`config.mk`:
```
export PLATFORM = sky130hd
export DESIGN_NAME = rgb_led_strip_serializer_unit_flat
export DESIGN_NICKNAME = d
export VERILOG_FILES = /design/src/rtl/core/rls_pkg.sv /design/src/rtl/core/rls_if.sv /design/src/rtl/core/rls_ctrl.sv /design/src/rtl/core/rls_dp.sv /design/src/rtl/core/rgb_led_strip_serializer_unit.sv /design/src/flat_wrapper.sv
export SDC_FILE = /design/constraint.sdc
export NUM_CORES = 1
export LEC_CHECK = 0
export BUFFER_PORTS_ARGS = -buffer_cell sky130_fd_sc_hd__buf_2
export CAP_MARGIN = 0
export CORE_MARGIN = 4
export CORE_UTILIZATION = 45
export DETAILED_ROUTE_END_ITERATION = 6
export MAX_ROUTING_LAYER = met4
export PLACE_DENSITY = 0.67
export SLEW_MARGIN = 5
export SYNTH_ARGS = -nofsm -noshare
export SYNTH_HDL_FRONTEND = slang
export SYNTH_SLANG_ARGS = --single-unit
```
`constraint.sdc`:
```
create_clock -name i_clk -period 6.94 [get_ports i_clk]
set_input_delay 1.388 -clock i_clk [delete_from_list [all_inputs] [get_ports i_clk]]
set_output_delay 1.388 -clock i_clk [all_outputs]
set_load 0.01 [all_outputs]
```
`src/rtl/core/rls_pkg.sv`:
```
`default_nettype none

package rls_pkg;

    // Chain geometry.
    localparam int RLS_LED_COUNT = 10;
    localparam int BYTES_PER_LED = 3;
    localparam int ROW_W         = 8 * BYTES_PER_LED;

    // Item field widths.
    localparam int OP_W     = 3;
    localparam int INDEX_W  = 8;
    localparam int COLOR_W  = 24;
    localparam int STATUS_W = 2;

    // Operation codes.
    localparam logic [OP_W-1:0] OP_SET_PIXEL = 3'd0;
    localparam logic [OP_W-1:0] OP_SET_SIDE  = 3'd1;
    localparam logic [OP_W-1:0] OP_CLEAR     = 3'd2;
    localparam logic [OP_W-1:0] OP_START     = 3'd3;
    localparam logic [OP_W-1:0] OP_TICK      = 3'd4;

    // Result status codes.
    localparam logic [STATUS_W-1:0] ST_OK        = 2'd0;
    localparam logic [STATUS_W-1:0] ST_BAD_INDEX = 2'd1;
    localparam logic [STATUS_W-1:0] ST_BUSY      = 2'd2;

    // Configuration port and register indexes.
    localparam int CFG_IDX_W  = 3;
    localparam int CFG_DATA_W = 12;
    localparam logic [CFG_IDX_W-1:0] CFG_BRIGHTNESS = 3'd0;
    localparam logic [CFG_IDX_W-1:0] CFG_ZERO_HIGH  = 3'd1;
    localparam logic [CFG_IDX_W-1:0] CFG_ZERO_LOW   = 3'd2;
    localparam logic [CFG_IDX_W-1:0] CFG_ONE_HIGH   = 3'd3;
    localparam logic [CFG_IDX_W-1:0] CFG_ONE_LOW    = 3'd4;
    localparam logic [CFG_IDX_W-1:0] CFG_LATCH      = 3'd5;

    // Commands from the controller to the datapath.
    typedef struct packed {
        logic load_item;
        logic exec_pixel;
        logic side_init;
        logic side_step;
        logic clear;
        logic snap_init;
        logic snap_step;
        logic frame_start;
        logic tick;
        logic refuse;
        logic out_load;
    } t_cmd;

    // Status from the datapath to the controller.
    typedef struct packed {
        logic [OP_W-1:0] op;
        logic            sending;
        logic            row_last;
    } t_stat;

endpackage

`default_nettype wire

```
`src/rtl/core/rls_if.sv`:
```
`default_nettype none

// Input channel: one operation word.
interface rls_item_if;
    import rls_pkg::*;
    logic                 valid;
    logic                 ready;
    logic [OP_W-1:0]      op;
    logic [INDEX_W-1:0]   led_index;
    logic [COLOR_W-1:0]   color;
    logic                 side;

    modport source (output valid, output op, output led_index, output color, output side,
                    input ready);
    modport sink   (input valid, input op, input led_index, input color, input side,
                    output ready);
endinterface

// Output channel: one result word per operation.
interface rls_result_if;
    import rls_pkg::*;
    logic                valid;
    logic                ready;
    logic                line;
    logic                busy_res;
    logic                frame_done;
    logic [STATUS_W-1:0] status;

    modport source (output valid, output line, output busy_res, output frame_done,
                    output status, input ready);
    modport sink   (input valid, input line, input busy_res, input frame_done,
                    input status, output ready);
endinterface

`default_nettype wire

```
`src/rtl/core/rls_ctrl.sv`:
```
`default_nettype none

module rls_ctrl import rls_pkg::*; (
    input  logic  i_clk,
    input  logic  i_rst_n,
    input  logic  i_in_valid,
    output logic  o_in_ready,
    output logic  o_out_valid,
    input  logic  i_out_ready,
    input  t_stat i_stat,
    output t_cmd  o_cmd
);

    localparam logic [2:0] S_IDLE   = 3'd0;
    localparam logic [2:0] S_EXEC   = 3'd1;
    localparam logic [2:0] S_SIDE   = 3'd2;
    localparam logic [2:0] S_SNAP   = 3'd3;
    localparam logic [2:0] S_DRAIN  = 3'd4;
    localparam logic [2:0] S_FINISH = 3'd5;

    logic [2:0] r_state, n_state;
    logic       r_out_valid, n_out_valid;
    logic       out_free;

    assign out_free    = !r_out_valid || i_out_ready;
    assign o_in_ready  = (r_state == S_IDLE);
    assign o_out_valid = r_out_valid;

    // Next state and command decode.
    always_comb begin
        n_state = r_state;
        o_cmd   = '0;
        case (r_state)
            S_IDLE: begin
                if (i_in_valid) begin
                    o_cmd.load_item = 1'b1;
                    n_state         = S_EXEC;
                end
            end
            S_EXEC: begin
                n_state = S_FINISH;
                case (i_stat.op)
                    OP_SET_PIXEL: o_cmd.exec_pixel = 1'b1;
                    OP_SET_SIDE: begin
                        o_cmd.side_init = 1'b1;
                        n_state         = S_SIDE;
                    end
                    OP_CLEAR: o_cmd.clear = 1'b1;
                    OP_START: begin
                        if (i_stat.sending) begin
                            o_cmd.refuse = 1'b1;
                        end else begin
                            o_cmd.snap_init = 1'b1;
                            n_state         = S_SNAP;
                        end
                    end
                    OP_TICK: o_cmd.tick = 1'b1;
                    default: ;
                endcase
            end
            S_SIDE: begin
                o_cmd.side_step = 1'b1;
                if (i_stat.row_last) begin
                    n_state = S_FINISH;
                end
            end
            S_SNAP: begin
                o_cmd.snap_step = 1'b1;
                if (i_stat.row_last) begin
                    n_state = S_DRAIN;
                end
            end
            S_DRAIN: begin
                // The last scaled row is written during this cycle.
                o_cmd.frame_start = 1'b1;
                n_state           = S_FINISH;
            end
            S_FINISH: begin
                if (out_free) begin
                    o_cmd.out_load = 1'b1;
                    n_state        = S_IDLE;
                end
            end
            default: n_state = S_IDLE;
        endcase
    end

    // Output word valid flag.
    always_comb begin
        n_out_valid = r_out_valid;
        if (o_cmd.out_load) begin
            n_out_valid = 1'b1;
        end else if (i_out_ready) begin
            n_out_valid = 1'b0;
        end
    end

    always_ff @(posedge i_clk) begin
        if (!i_rst_n) begin
            r_state     <= S_IDLE;
            r_out_valid <= 1'b0;
        end else begin
            r_state     <= n_state;
            r_out_valid <= n_out_valid;
        end
    end

endmodule

`default_nettype wire

```
`src/rtl/core/rls_dp.sv`:
```
`default_nettype none

module rls_dp import rls_pkg::*; #(
    parameter int LED_COUNT = RLS_LED_COUNT
) (
    input  logic                  i_clk,
    input  logic                  i_rst_n,
    input  logic                  i_cfg_we,
    input  logic [CFG_IDX_W-1:0]  i_cfg_idx,
    input  logic [CFG_DATA_W-1:0] i_cfg_wdata,
    input  logic [OP_W-1:0]       i_op,
    input  logic [INDEX_W-1:0]    i_led_index,
    input  logic [COLOR_W-1:0]    i_color,
    input  logic                  i_side,
    input  t_cmd                  i_cmd,
    output t_stat                 o_stat,
    output logic                  o_line,
    output logic                  o_busy_res,
    output logic                  o_frame_done,
    output logic [STATUS_W-1:0]   o_status
);

    localparam int LED_W    = $clog2(LED_COUNT);
    localparam int HALF     = LED_COUNT / 2;
    localparam int BIT_W    = $clog2(ROW_W);
    localparam logic [LED_W-1:0] LED_LAST   = LED_W'(LED_COUNT - 1);
    localparam logic [LED_W-1:0] RIGHT_LAST = LED_W'(HALF - 1);
    localparam logic [LED_W-1:0] LEFT_FIRST = LED_W'(HALF);
    localparam logic [LED_W-1:0] LEFT_LAST  = LED_W'(2 * HALF - 1);
    localparam logic [BIT_W-1:0] BIT_LAST   = BIT_W'(ROW_W - 1);
    localparam logic [6:0]  PCT_MAX     = 7'd100;
    localparam logic [13:0] SCALE_RECIP = 14'd10486;  // about 2^20 / 100

    // Zero length phases count as one tick.
    function automatic logic [11:0] at_least_one(input logic [11:0] v);
        return (v == 12'd0) ? 12'd1 : v;
    endfunction

    // Video-safe byte scaling: lit bytes stay lit unless the scale is zero.
    function automatic logic [7:0] scale_byte(input logic [7:0] v, input logic [7:0] s);
        logic [15:0] prod;
        prod = v * s;
        return prod[15:8] + 8'((v != 8'd0) && (s != 8'd0));
    endfunction

    // Configuration registers.
    logic [6:0]  r_bright;
    logic [5:0]  r_zero_high, r_zero_low, r_one_high, r_one_low;
    logic [11:0] r_latch;

    always_ff @(posedge i_clk) begin
        if (!i_rst_n) begin
            r_bright    <= 7'd100;
            r_zero_high <= 6'd3;
            r_zero_low  <= 6'd9;
            r_one_high  <= 6'd6;
            r_one_low   <= 6'd6;
            r_latch     <= 12'd800;
        end else if (i_cfg_we) begin
            case (i_cfg_idx)
                CFG_BRIGHTNESS: r_bright    <= i_cfg_wdata[6:0];
                CFG_ZERO_HIGH:  r_zero_high <= i_cfg_wdata[5:0];
                CFG_ZERO_LOW:   r_zero_low  <= i_cfg_wdata[5:0];
                CFG_ONE_HIGH:   r_one_high  <= i_cfg_wdata[5:0];
                CFG_ONE_LOW:    r_one_low   <= i_cfg_wdata[5:0];
                CFG_LATCH:      r_latch     <= i_cfg_wdata;
                default: ;
            endcase
        end
    end

    // Brightness scale floor(p*255/100), kept in a register.
    logic [6:0]  pct_sat;
    logic [14:0] pct_255;
    logic [28:0] scale_prod;
    logic [7:0]  r_scale;

    assign pct_sat    = (r_bright > PCT_MAX) ? PCT_MAX : r_bright;
    assign pct_255    = {pct_sat, 8'd0} - {8'd0, pct_sat};
    assign scale_prod = 29'(pct_255) * 29'(SCALE_RECIP);

    always_ff @(posedge i_clk) begin
        r_scale <= scale_prod[27:20];
    end

    // Latched input word.
    logic [OP_W-1:0]    r_op;
    logic [INDEX_W-1:0] r_led_index;
    logic [COLOR_W-1:0] r_color;
    logic               r_side;
    logic [STATUS_W-1:0] r_item_status;
    logic               r_item_done;
    logic               in_range;
    logic               tick_done;

    assign in_range = ({1'b0, r_led_index} < 9'(LED_COUNT));

    always_ff @(posedge i_clk) begin
        if (i_cmd.load_item) begin
            r_op        <= i_op;
            r_led_index <= i_led_index;
            r_color     <= i_color;
            r_side      <= i_side;
        end
    end

    always_ff @(posedge i_clk) begin
        if (!i_rst_n) begin
            r_item_status <= ST_OK;
            r_item_done   <= 1'b0;
        end else if (i_cmd.load_item) begin
            r_item_status <= ST_OK;
            r_item_done   <= 1'b0;
        end else if (i_cmd.exec_pixel && !in_range) begin
            r_item_status <= ST_BAD_INDEX;
        end else if (i_cmd.refuse) begin
            r_item_status <= ST_BUSY;
        end else if (i_cmd.tick && tick_done) begin
            r_item_done <= 1'b1;
        end
    end

    // Row counter shared by the half fill and the snapshot.
    logic [LED_W-1:0] r_row, r_row_end;

    always_ff @(posedge i_clk) begin
        if (!i_rst_n) begin
            r_row     <= '0;
            r_row_end <= '0;
        end else if (i_cmd.side_init) begin
            r_row     <= r_side ? LEFT_FIRST : '0;
            r_row_end <= r_side ? LEFT_LAST : RIGHT_LAST;
        end else if (i_cmd.snap_init) begin
            r_row     <= '0;
            r_row_end <= LED_LAST;
        end else if (i_cmd.side_step || i_cmd.snap_step) begin
            r_row <= r_row + 1'b1;
        end
    end

    // Pixel store: one G,R,B row per LED, with a valid bit per row.
    logic [ROW_W-1:0]     pix_mem [LED_COUNT];
    logic [LED_COUNT-1:0] r_valid;
    logic                 pix_we;
    logic [LED_W-1:0]     pix_waddr;
    logic [ROW_W-1:0]     pix_wdata;
    logic [ROW_W-1:0]     r_pix_rdata;
    logic                 r_pix_rvalid;

    assign pix_we    = (i_cmd.exec_pixel && in_range) || i_cmd.side_step;
    assign pix_waddr = i_cmd.exec_pixel ? r_led_index[LED_W-1:0] : r_row;
    assign pix_wdata = {r_color[15:8], r_color[23:16], r_color[7:0]};

    always_ff @(posedge i_clk) begin
        if (pix_we) begin
            pix_mem[pix_waddr] <= pix_wdata;
        end
        r_pix_rdata <= pix_mem[r_row];
    end

    always_ff @(posedge i_clk) begin
        if (!i_rst_n) begin
            r_valid      <= '0;
            r_pix_rvalid <= 1'b0;
        end else begin
            r_pix_rvalid <= r_valid[r_row];
            if (i_cmd.clear) begin
                r_valid <= '0;
            end else if (pix_we) begin
                r_valid[pix_waddr] <= 1'b1;
            end
        end
    end

    // Snapshot write stage: scale the row read in the previous cycle.
    logic [ROW_W-1:0] pix_row;
    logic [ROW_W-1:0] scaled_row;
    logic             r_wr_pend;
    logic [LED_W-1:0] r_wr_row;

    assign pix_row = r_pix_rvalid ? r_pix_rdata : '0;

    for (genvar b = 0; b < BYTES_PER_LED; b++) begin : g_lane
        assign scaled_row[8*b +: 8] = scale_byte(pix_row[8*b +: 8], r_scale);
    end

    always_ff @(posedge i_clk) begin
        if (!i_rst_n) begin
            r_wr_pend <= 1'b0;
        end else begin
            r_wr_pend <= i_cmd.snap_step;
        end
    end

    always_ff @(posedge i_clk) begin
        r_wr_row <= r_row;
    end

    // Transmit store; the read port always fetches the next row to be sent.
    logic [ROW_W-1:0] tx_mem [LED_COUNT];
    logic [ROW_W-1:0] r_tx_rdata;
    logic [LED_W-1:0] tx_raddr;

    logic             r_sending, n_sending;
    logic             r_in_latch, n_in_latch;
    logic             r_in_high, n_in_high;
    logic [11:0]      r_ticks, n_ticks;
    logic [LED_W-1:0] r_led_pos, n_led_pos;
    logic [BIT_W-1:0] r_bit_cnt, n_bit_cnt;
    logic [ROW_W-1:0] r_tx_word, n_tx_word;

    assign tx_raddr = (r_in_latch || (r_led_pos == LED_LAST)) ? '0 : r_led_pos + 1'b1;

    always_ff @(posedge i_clk) begin
        if (r_wr_pend) begin
            tx_mem[r_wr_row] <= scaled_row;
        end
        r_tx_rdata <= tx_mem[tx_raddr];
    end

    // Phase lengths for a given data bit.
    logic [11:0] hi_rdata, hi_next, lo_cur;

    assign hi_rdata = at_least_one(12'(r_tx_rdata[ROW_W-1] ? r_one_high : r_zero_high));
    assign hi_next  = at_least_one(12'(r_tx_word[ROW_W-2] ? r_one_high : r_zero_high));
    assign lo_cur   = at_least_one(12'(r_tx_word[ROW_W-1] ? r_one_low : r_zero_low));

    // Serializer: latch pause, then high and low phase of every bit.
    always_comb begin
        n_sending  = r_sending;
        n_in_latch = r_in_latch;
        n_in_high  = r_in_high;
        n_ticks    = r_ticks;
        n_led_pos  = r_led_pos;
        n_bit_cnt  = r_bit_cnt;
        n_tx_word  = r_tx_word;
        tick_done  = 1'b0;
        if (i_cmd.frame_start) begin
            n_sending  = 1'b1;
            n_in_latch = 1'b1;
            n_in_high  = 1'b0;
            n_ticks    = at_least_one(r_latch);
        end else if (i_cmd.tick && r_sending) begin
            if (r_ticks > 12'd1) begin
                n_ticks = r_ticks - 12'd1;
            end else if (r_in_latch) begin
                n_in_latch = 1'b0;
                n_led_pos  = '0;
                n_bit_cnt  = '0;
                n_tx_word  = r_tx_rdata;
                n_in_high  = 1'b1;
                n_ticks    = hi_rdata;
            end else if (r_in_high) begin
                n_in_high = 1'b0;
                n_ticks   = lo_cur;
            end else if (r_bit_cnt == BIT_LAST) begin
                if (r_led_pos == LED_LAST) begin
                    n_sending = 1'b0;
                    n_ticks   = '0;
                    n_led_pos = '0;
                    n_bit_cnt = '0;
                    tick_done = 1'b1;
                end else begin
                    n_led_pos = r_led_pos + 1'b1;
                    n_bit_cnt = '0;
                    n_tx_word = r_tx_rdata;
                    n_in_high = 1'b1;
                    n_ticks   = hi_rdata;
                end
            end else begin
                n_bit_cnt = r_bit_cnt + 1'b1;
                n_tx_word = {r_tx_word[ROW_W-2:0], 1'b0};
                n_in_high = 1'b1;
                n_ticks   = hi_next;
            end
        end
    end

    always_ff @(posedge i_clk) begin
        if (!i_rst_n) begin
            r_sending  <= 1'b0;
            r_in_latch <= 1'b0;
            r_in_high  <= 1'b0;
            r_ticks    <= '0;
            r_led_pos  <= '0;
            r_bit_cnt  <= '0;
        end else begin
            r_sending  <= n_sending;
            r_in_latch <= n_in_latch;
            r_in_high  <= n_in_high;
            r_ticks    <= n_ticks;
            r_led_pos  <= n_led_pos;
            r_bit_cnt  <= n_bit_cnt;
        end
    end

    always_ff @(posedge i_clk) begin
        r_tx_word <= n_tx_word;
    end

    // Result word register.
    logic                r_o_line, r_o_busy, r_o_done;
    logic [STATUS_W-1:0] r_o_status;

    always_ff @(posedge i_clk) begin
        if (i_cmd.out_load) begin
            r_o_line   <= r_sending && !r_in_latch && r_in_high;
            r_o_busy   <= r_sending;
            r_o_done   <= r_item_done;
            r_o_status <= r_item_status;
        end
    end

    assign o_line       = r_o_line;
    assign o_busy_res   = r_o_busy;
    assign o_frame_done = r_o_done;
    assign o_status     = r_o_status;

    assign o_stat.op       = r_op;
    assign o_stat.sending  = r_sending;
    assign o_stat.row_last = (r_row == r_row_end);

endmodule

`default_nettype wire

```
`src/rtl/core/rgb_led_strip_serializer_unit.sv`:
```
// Serializer for a one-wire addressable RGB LED chain in G,R,B byte order.
// Operation words arrive on i_item (valid/ready): set one pixel, fill the
// right or left half of the chain, clear the pixel store, start a frame, or
// advance one line tick. Every word yields exactly one result word on
// o_result (valid/ready) with the line level, the busy flag, the frame end
// flag and a status code.
// An accepted word passes through the execute and finish states; a half fill
// adds a row step per LED of the half, and a frame start one per LED of the
// chain plus a drain state, set by the single write port of the pixel and
// transmit stores, one LED row per cycle. A result waits in an output
// register, so the next word is accepted while the receiver stalls; a
// further result then waits until that one is taken. The user writes
// configuration registers through i_cfg_we, i_cfg_idx and i_cfg_wdata while
// the block is idle; the block does not enforce it. Synchronous reset clears
// the pixel store at once, stops any frame and restores the default timing.
`default_nettype none

module rgb_led_strip_serializer_unit import rls_pkg::*; #(
    parameter int LED_COUNT = RLS_LED_COUNT
) (
    input  logic                  i_clk,
    input  logic                  i_rst_n,
    input  logic                  i_cfg_we,
    input  logic [CFG_IDX_W-1:0]  i_cfg_idx,
    input  logic [CFG_DATA_W-1:0] i_cfg_wdata,
    rls_item_if.sink              i_item,
    rls_result_if.source          o_result
);

    t_cmd  cmd;
    t_stat stat;

    // Sequencer for each operation word.
    rls_ctrl u_ctrl (
        .i_clk       (i_clk),
        .i_rst_n     (i_rst_n),
        .i_in_valid  (i_item.valid),
        .o_in_ready  (i_item.ready),
        .o_out_valid (o_result.valid),
        .i_out_ready (o_result.ready),
        .i_stat      (stat),
        .o_cmd       (cmd)
    );

    // Stores, scaling and the bit serializer.
    rls_dp #(
        .LED_COUNT (LED_COUNT)
    ) u_dp (
        .i_clk        (i_clk),
        .i_rst_n      (i_rst_n),
        .i_cfg_we     (i_cfg_we),
        .i_cfg_idx    (i_cfg_idx),
        .i_cfg_wdata  (i_cfg_wdata),
        .i_op         (i_item.op),
        .i_led_index  (i_item.led_index),
        .i_color      (i_item.color),
        .i_side       (i_item.side),
        .i_cmd        (cmd),
        .o_stat       (stat),
        .o_line       (o_result.line),
        .o_busy_res   (o_result.busy_res),
        .o_frame_done (o_result.frame_done),
        .o_status     (o_result.status)
    );

    // A finished frame is never reported as still busy.
    a_done_not_busy: assert property (@(posedge i_clk) disable iff (!i_rst_n)
        o_result.valid && o_result.frame_done |-> !o_result.busy_res)
        else $error("frame end reported while busy");

    // A refused start only happens during a frame.
    a_refuse_busy: assert property (@(posedge i_clk) disable iff (!i_rst_n)
        o_result.valid && (o_result.status == ST_BUSY) |-> o_result.busy_res)
        else $error("start refused while idle");

    // The line is only driven high inside a frame.
    a_line_busy: assert property (@(posedge i_clk) disable iff (!i_rst_n)
        o_result.valid && o_result.line |-> o_result.busy_res)
        else $error("line high outside a frame");

    // One word at a time: no accept in the cycle after an accept.
    a_one_word: assert property (@(posedge i_clk) disable iff (!i_rst_n)
        i_item.valid && i_item.ready |=> !i_item.ready)
        else $error("word accepted while busy");

endmodule

`default_nettype wire

```
`src/flat_wrapper.sv`:
```
// flat-port wrapper written by rule: the top's interface ports become plain ports
module rgb_led_strip_serializer_unit_flat import rls_pkg::*;
#(
    parameter int LED_COUNT = RLS_LED_COUNT
)
  (i_clk, i_rst_n, i_cfg_we, i_cfg_idx, i_cfg_wdata, i_item_valid, i_item_op, i_item_led_index, i_item_color, i_item_side, i_item_ready, o_result_valid, o_result_line, o_result_busy_res, o_result_frame_done, o_result_status, o_result_ready);
  rls_item_if i_item_i ();
  rls_result_if o_result_i ();
  input  logic i_clk;
  input  logic i_rst_n;
  input  logic i_cfg_we;
  input  logic [CFG_IDX_W-1:0] i_cfg_idx;
  input  logic [CFG_DATA_W-1:0] i_cfg_wdata;
  input wire logic [$bits(i_item_i.valid)-1:0] i_item_valid;
  input wire logic [$bits(i_item_i.op)-1:0] i_item_op;
  input wire logic [$bits(i_item_i.led_index)-1:0] i_item_led_index;
  input wire logic [$bits(i_item_i.color)-1:0] i_item_color;
  input wire logic [$bits(i_item_i.side)-1:0] i_item_side;
  output wire logic [$bits(i_item_i.ready)-1:0] i_item_ready;
  output wire logic [$bits(o_result_i.valid)-1:0] o_result_valid;
  output wire logic [$bits(o_result_i.line)-1:0] o_result_line;
  output wire logic [$bits(o_result_i.busy_res)-1:0] o_result_busy_res;
  output wire logic [$bits(o_result_i.frame_done)-1:0] o_result_frame_done;
  output wire logic [$bits(o_result_i.status)-1:0] o_result_status;
  input wire logic [$bits(o_result_i.ready)-1:0] o_result_ready;
  assign i_item_i.valid = i_item_valid;
  assign i_item_i.op = i_item_op;
  assign i_item_i.led_index = i_item_led_index;
  assign i_item_i.color = i_item_color;
  assign i_item_i.side = i_item_side;
  assign i_item_ready = i_item_i.ready;
  assign o_result_valid = o_result_i.valid;
  assign o_result_line = o_result_i.line;
  assign o_result_busy_res = o_result_i.busy_res;
  assign o_result_frame_done = o_result_i.frame_done;
  assign o_result_status = o_result_i.status;
  assign o_result_i.ready = o_result_ready;
  rgb_led_strip_serializer_unit #(.LED_COUNT(LED_COUNT)) u_core (.i_clk(i_clk), .i_rst_n(i_rst_n), .i_cfg_we(i_cfg_we), .i_cfg_idx(i_cfg_idx), .i_cfg_wdata(i_cfg_wdata), .i_item(i_item_i), .o_result(o_result_i));
endmodule
```
==> flow_metrics.env <==
export IMPL_synth_avg_cell_area_um2=12.3
export IMPL_initial_core_util_pct=45.5
export IMPL_core_area_um2=80700
export IMPL_clk_pin_slew_ns=0.07
export IMPL_synth_edf_count=545
export IMPL_wl_um=80400
export IMPL_fmax_ghz=0.153
export IMPL_cts_made_buffers=72
export IMPL_rsz0062_at_grt="no"
export IMPL_clk_path_buf_depth=3
export IMPL_via_per_inst=5.50
export IMPL_grt_pass1_vias=23200
export IMPL_p_leak_nw=16.3
export IMPL_grt_total_usage_pct=19.4
export IMPL_yosysSeqAreaShare_pct=52.9
export IMPL_cp_end_kind="register"
export IMPL_ir_drop_mv=0.295
export IMPL_slew_headroom_pct=22.8
export IMPL_ctsHoldBuffers=0
export IMPL_netlist_instances=2994
export IMPL_tritoncts="built"
export IMPL_place_gp_congestion=0.860
export IMPL_crit_path_frequent_cell="fa_1"
export IMPL_multiInputGateArea_um2=15800
export IMPL_fin_nets=3486
export IMPL_clkLatencyLatePin_ns=0.62
export IMPL_drt_iter0_markers=1801
export IMPL_cp_slowest_stage_delay_ns=0.54
export IMPL_h_tree_depth=3
export IMPL_tns_ns=0
export IMPL_layout_setup_ws_ns=0.412
export IMPL_setup_viol=0
export IMPL_placementRows=104
export IMPL_antenna_found_initial=1
export IMPL_synth_main_ff_cell="edfxtp_1"
export IMPL_slowest_stage="fa_1"
export IMPL_overflow=0
export IMPL_drt_antenna_violating_nets=0
export IMPL_io_pins=63
export IMPL_area_growth_pct=11.5
export IMPL_n_fill_cell=6993
export IMPL_path_class="register to register"
export IMPL_cts_resized_gates=0
export IMPL_die_x_um=294
export IMPL_root_buffer="clkbuf_16"
export IMPL_post_cts_setup_buffers=0
export IMPL_clock_skew_ns=0.0351
export IMPL_required_ns=7.24
export IMPL_status="completed"
export IMPL_die_area_um2=86200
export IMPL_cellPowerDensity_nw_per_um2=306
export IMPL_cap_violations=0
export IMPL_period_needed_ns=6.53
export IMPL_ys_ff_latch=697
export IMPL_drtPass1Iterations=5
export IMPL_vias=22900
export IMPL_async_reset_ff_share_pct=0
export IMPL_synth_area_um2=36700
export IMPL_wl_per_cell_um=19.3
export IMPL_syn_nets=3432
export IMPL_drc_errors=0
export IMPL_cp_max_fo=101
export IMPL_antenna_cells=0
export IMPL_slew_viol_final=0
export IMPL_dp_hpwl_um=49700
export IMPL_die_y_um=294
export IMPL_worst_pin_slew_ns=1.15
export IMPL_io_buffers=62
export IMPL_worstHoldPathType="register to register"
export IMPL_worstSetupStartpointType="register"
export IMPL_seq_area_um2=19400
export IMPL_drive_gt1_share_pct=12.1
export IMPL_cp_arrival_ns=6.83
export IMPL_period_share_pct=94.1
export IMPL_cp_cell_sequence="buf_6 > and2_1 > nand2_1 > fa_1 > fa_1 > inv_1 > fa_1 > inv_1 > fa_1 > inv_1 > ha_1 > o21ai_0 > o31ai_4 > nor3_2 > or4_4 > or4b_4 > nor4_2 > xnor3_1"
export IMPL_grt_max_degree=102
export IMPL_ys_types=82
export IMPL_place_ws_ns=0.188
export IMPL_grt_pass1_wl_um=129000
export IMPL_ys_warn_count=0
export IMPL_clkSinkCount=697
export IMPL_finalHoldViolations=0
## final timing paths
path | startpoint | endpoint | slack, ns | depth (start not counted)
worst max-delay path | u_core.u_dp.r_pix_rvalid | u_core.u_dp.tx_mem[6][23] | 0.41 | 18
worst min-delay path | u_core.u_dp.r_item_status[1] | u_core.u_dp.o_status[1] | 0.44 | 0
worst min register to register | u_core.u_dp.r_item_status[1] | u_core.u_dp.o_status[1] | 0.44 | 0
worst max register to register | u_core.u_dp.r_pix_rvalid | u_core.u_dp.tx_mem[6][23] | 0.41 | 18
## metrics by stage
step	cells	util (%)	power (W)	instance area [µm²]	hold slack (ns)
5_1_grt	4168	50.7	0.0133	40900	0.450
6_report	4168	50.7	0.0125	40900	0.441
2_1_floorplan	2994	-	0.00767	36700	0.344
3_5_place_dp	4034	47.6	0.00867	38400	0.433
3_3_place_gp	4034	47.6	0.00863	38400	0.430
4_1_cts	4168	50.6	0.0126	40900	0.441
## critical path: cells and delay by family (launching register included)
family	cells	cell delay, ns
AND/OR/NAND/NOR	6	1.82
buffers and inverters	4	0.60
XOR/XNOR	1	0.52
flip-flops	1	0.42
AO/OA/AOI/OAI	2	0.57
adder cells (fa/ha/maj)	5	2.27
## metal layers
layer | global-route usage, % | part of all wire [%]
met5 | - | 0
met2 | 31.7 | 48
met3 | 2.21 | 4.9
met4 | 4.01 | 1.6
met1 | 26.7 | 45
## cell type report
class                   count  share of cell area (%)
inverters                 301                    2.76
clock inverters            31                   0.780
repair buffers            136                    2.12
well taps                1060                    3.24
clock buffers             103                    5.14
flip-flops and latches    697                    47.5
multi-input cells        1840                    38.5
## flip-flops by register name, summed over array words and instances (netlist names), 7 cells and up
register                 flops
u_core.u_dp.pix_mem        240
u_core.u_dp.r_bright         7
u_core.u_dp.r_color         24
u_core.u_dp.r_latch         12
u_core.u_dp.r_led_index      8
u_core.u_dp.r_pix_rdata     24
u_core.u_dp.r_scale          8
u_core.u_dp.r_ticks         12
u_core.u_dp.r_tx_rdata      24
u_core.u_dp.r_tx_word       24
u_core.u_dp.r_valid         10
u_core.u_dp.tx_mem         240
## cells in the final DEF (no fill, tap or decap), types with 70 or more instances in the layout
cell	instances
buf_4	73
a21oi_1	99
fa_1	171
nand3_1	112
ha_1	211
o221ai_1	70
edfxtp_1	545
clkbuf_16	75
and3_1	97
nand2_1	340
dfxtp_1	146
inv_1	301
## power by group
part / switching [W] / internal (W) / leakage (nW)
clock: 0.00166 / 0.00222 / 1.18
combinational: 0.00193 / 0.00130 / 8.81
sequential: 0.000413 / 0.00499 / 6.31
## Yosys cell counts, types with 7 or more instances
master	number	area, µm²
mux2i_1	54	541
a21o_1	18	135
xnor2_1	45	394
nor2_1	77	289
and3_1	97	607
mux4_2	50	1130
nor2b_1	24	150
o21ai_0	60	300
ha_1	211	2640
dfxtp_1	152	3040
o221ai_1	70	613
nand2b_1	21	131
nand2_1	340	1280
a311oi_1	7	61.3
or4_1	8	60.1
a21oi_1	102	510
nand3b_1	8	60.1
o21a_1	19	143
edfxtp_1	545	16400
fa_1	171	3420
or3_1	10	62.6
nor3_1	39	195
a211oi_1	33	248
inv_1	301	1130
a31oi_1	27	169
clkbuf_1	142	533
xor2_1	22	193
and2_1	47	294
nand3_1	112	561
or2_2	7	43.8
o22ai_1	11	68.8
buf_1	12	45.0
a21boi_0	36	270
nor4_1	14	87.6
## kinds of logic (layout without fill, tap and decap cells)
logic type                 count (synthesis)  count (layout)  share of synthesized area (%)
AOI/OAI and AO/OA                        440             440                           8.27
xor gates and xnor gates                  69              69                           1.72
adders and majority gates                382             382                           16.5
buffers and inverters                    457             571                           4.68
DFF                                      697             697                           52.9
muxes                                    109             109                           4.69
and+or+nand+nor                          840             840                           11.3
Note: power is estimated with default switching activity, not from simulation.
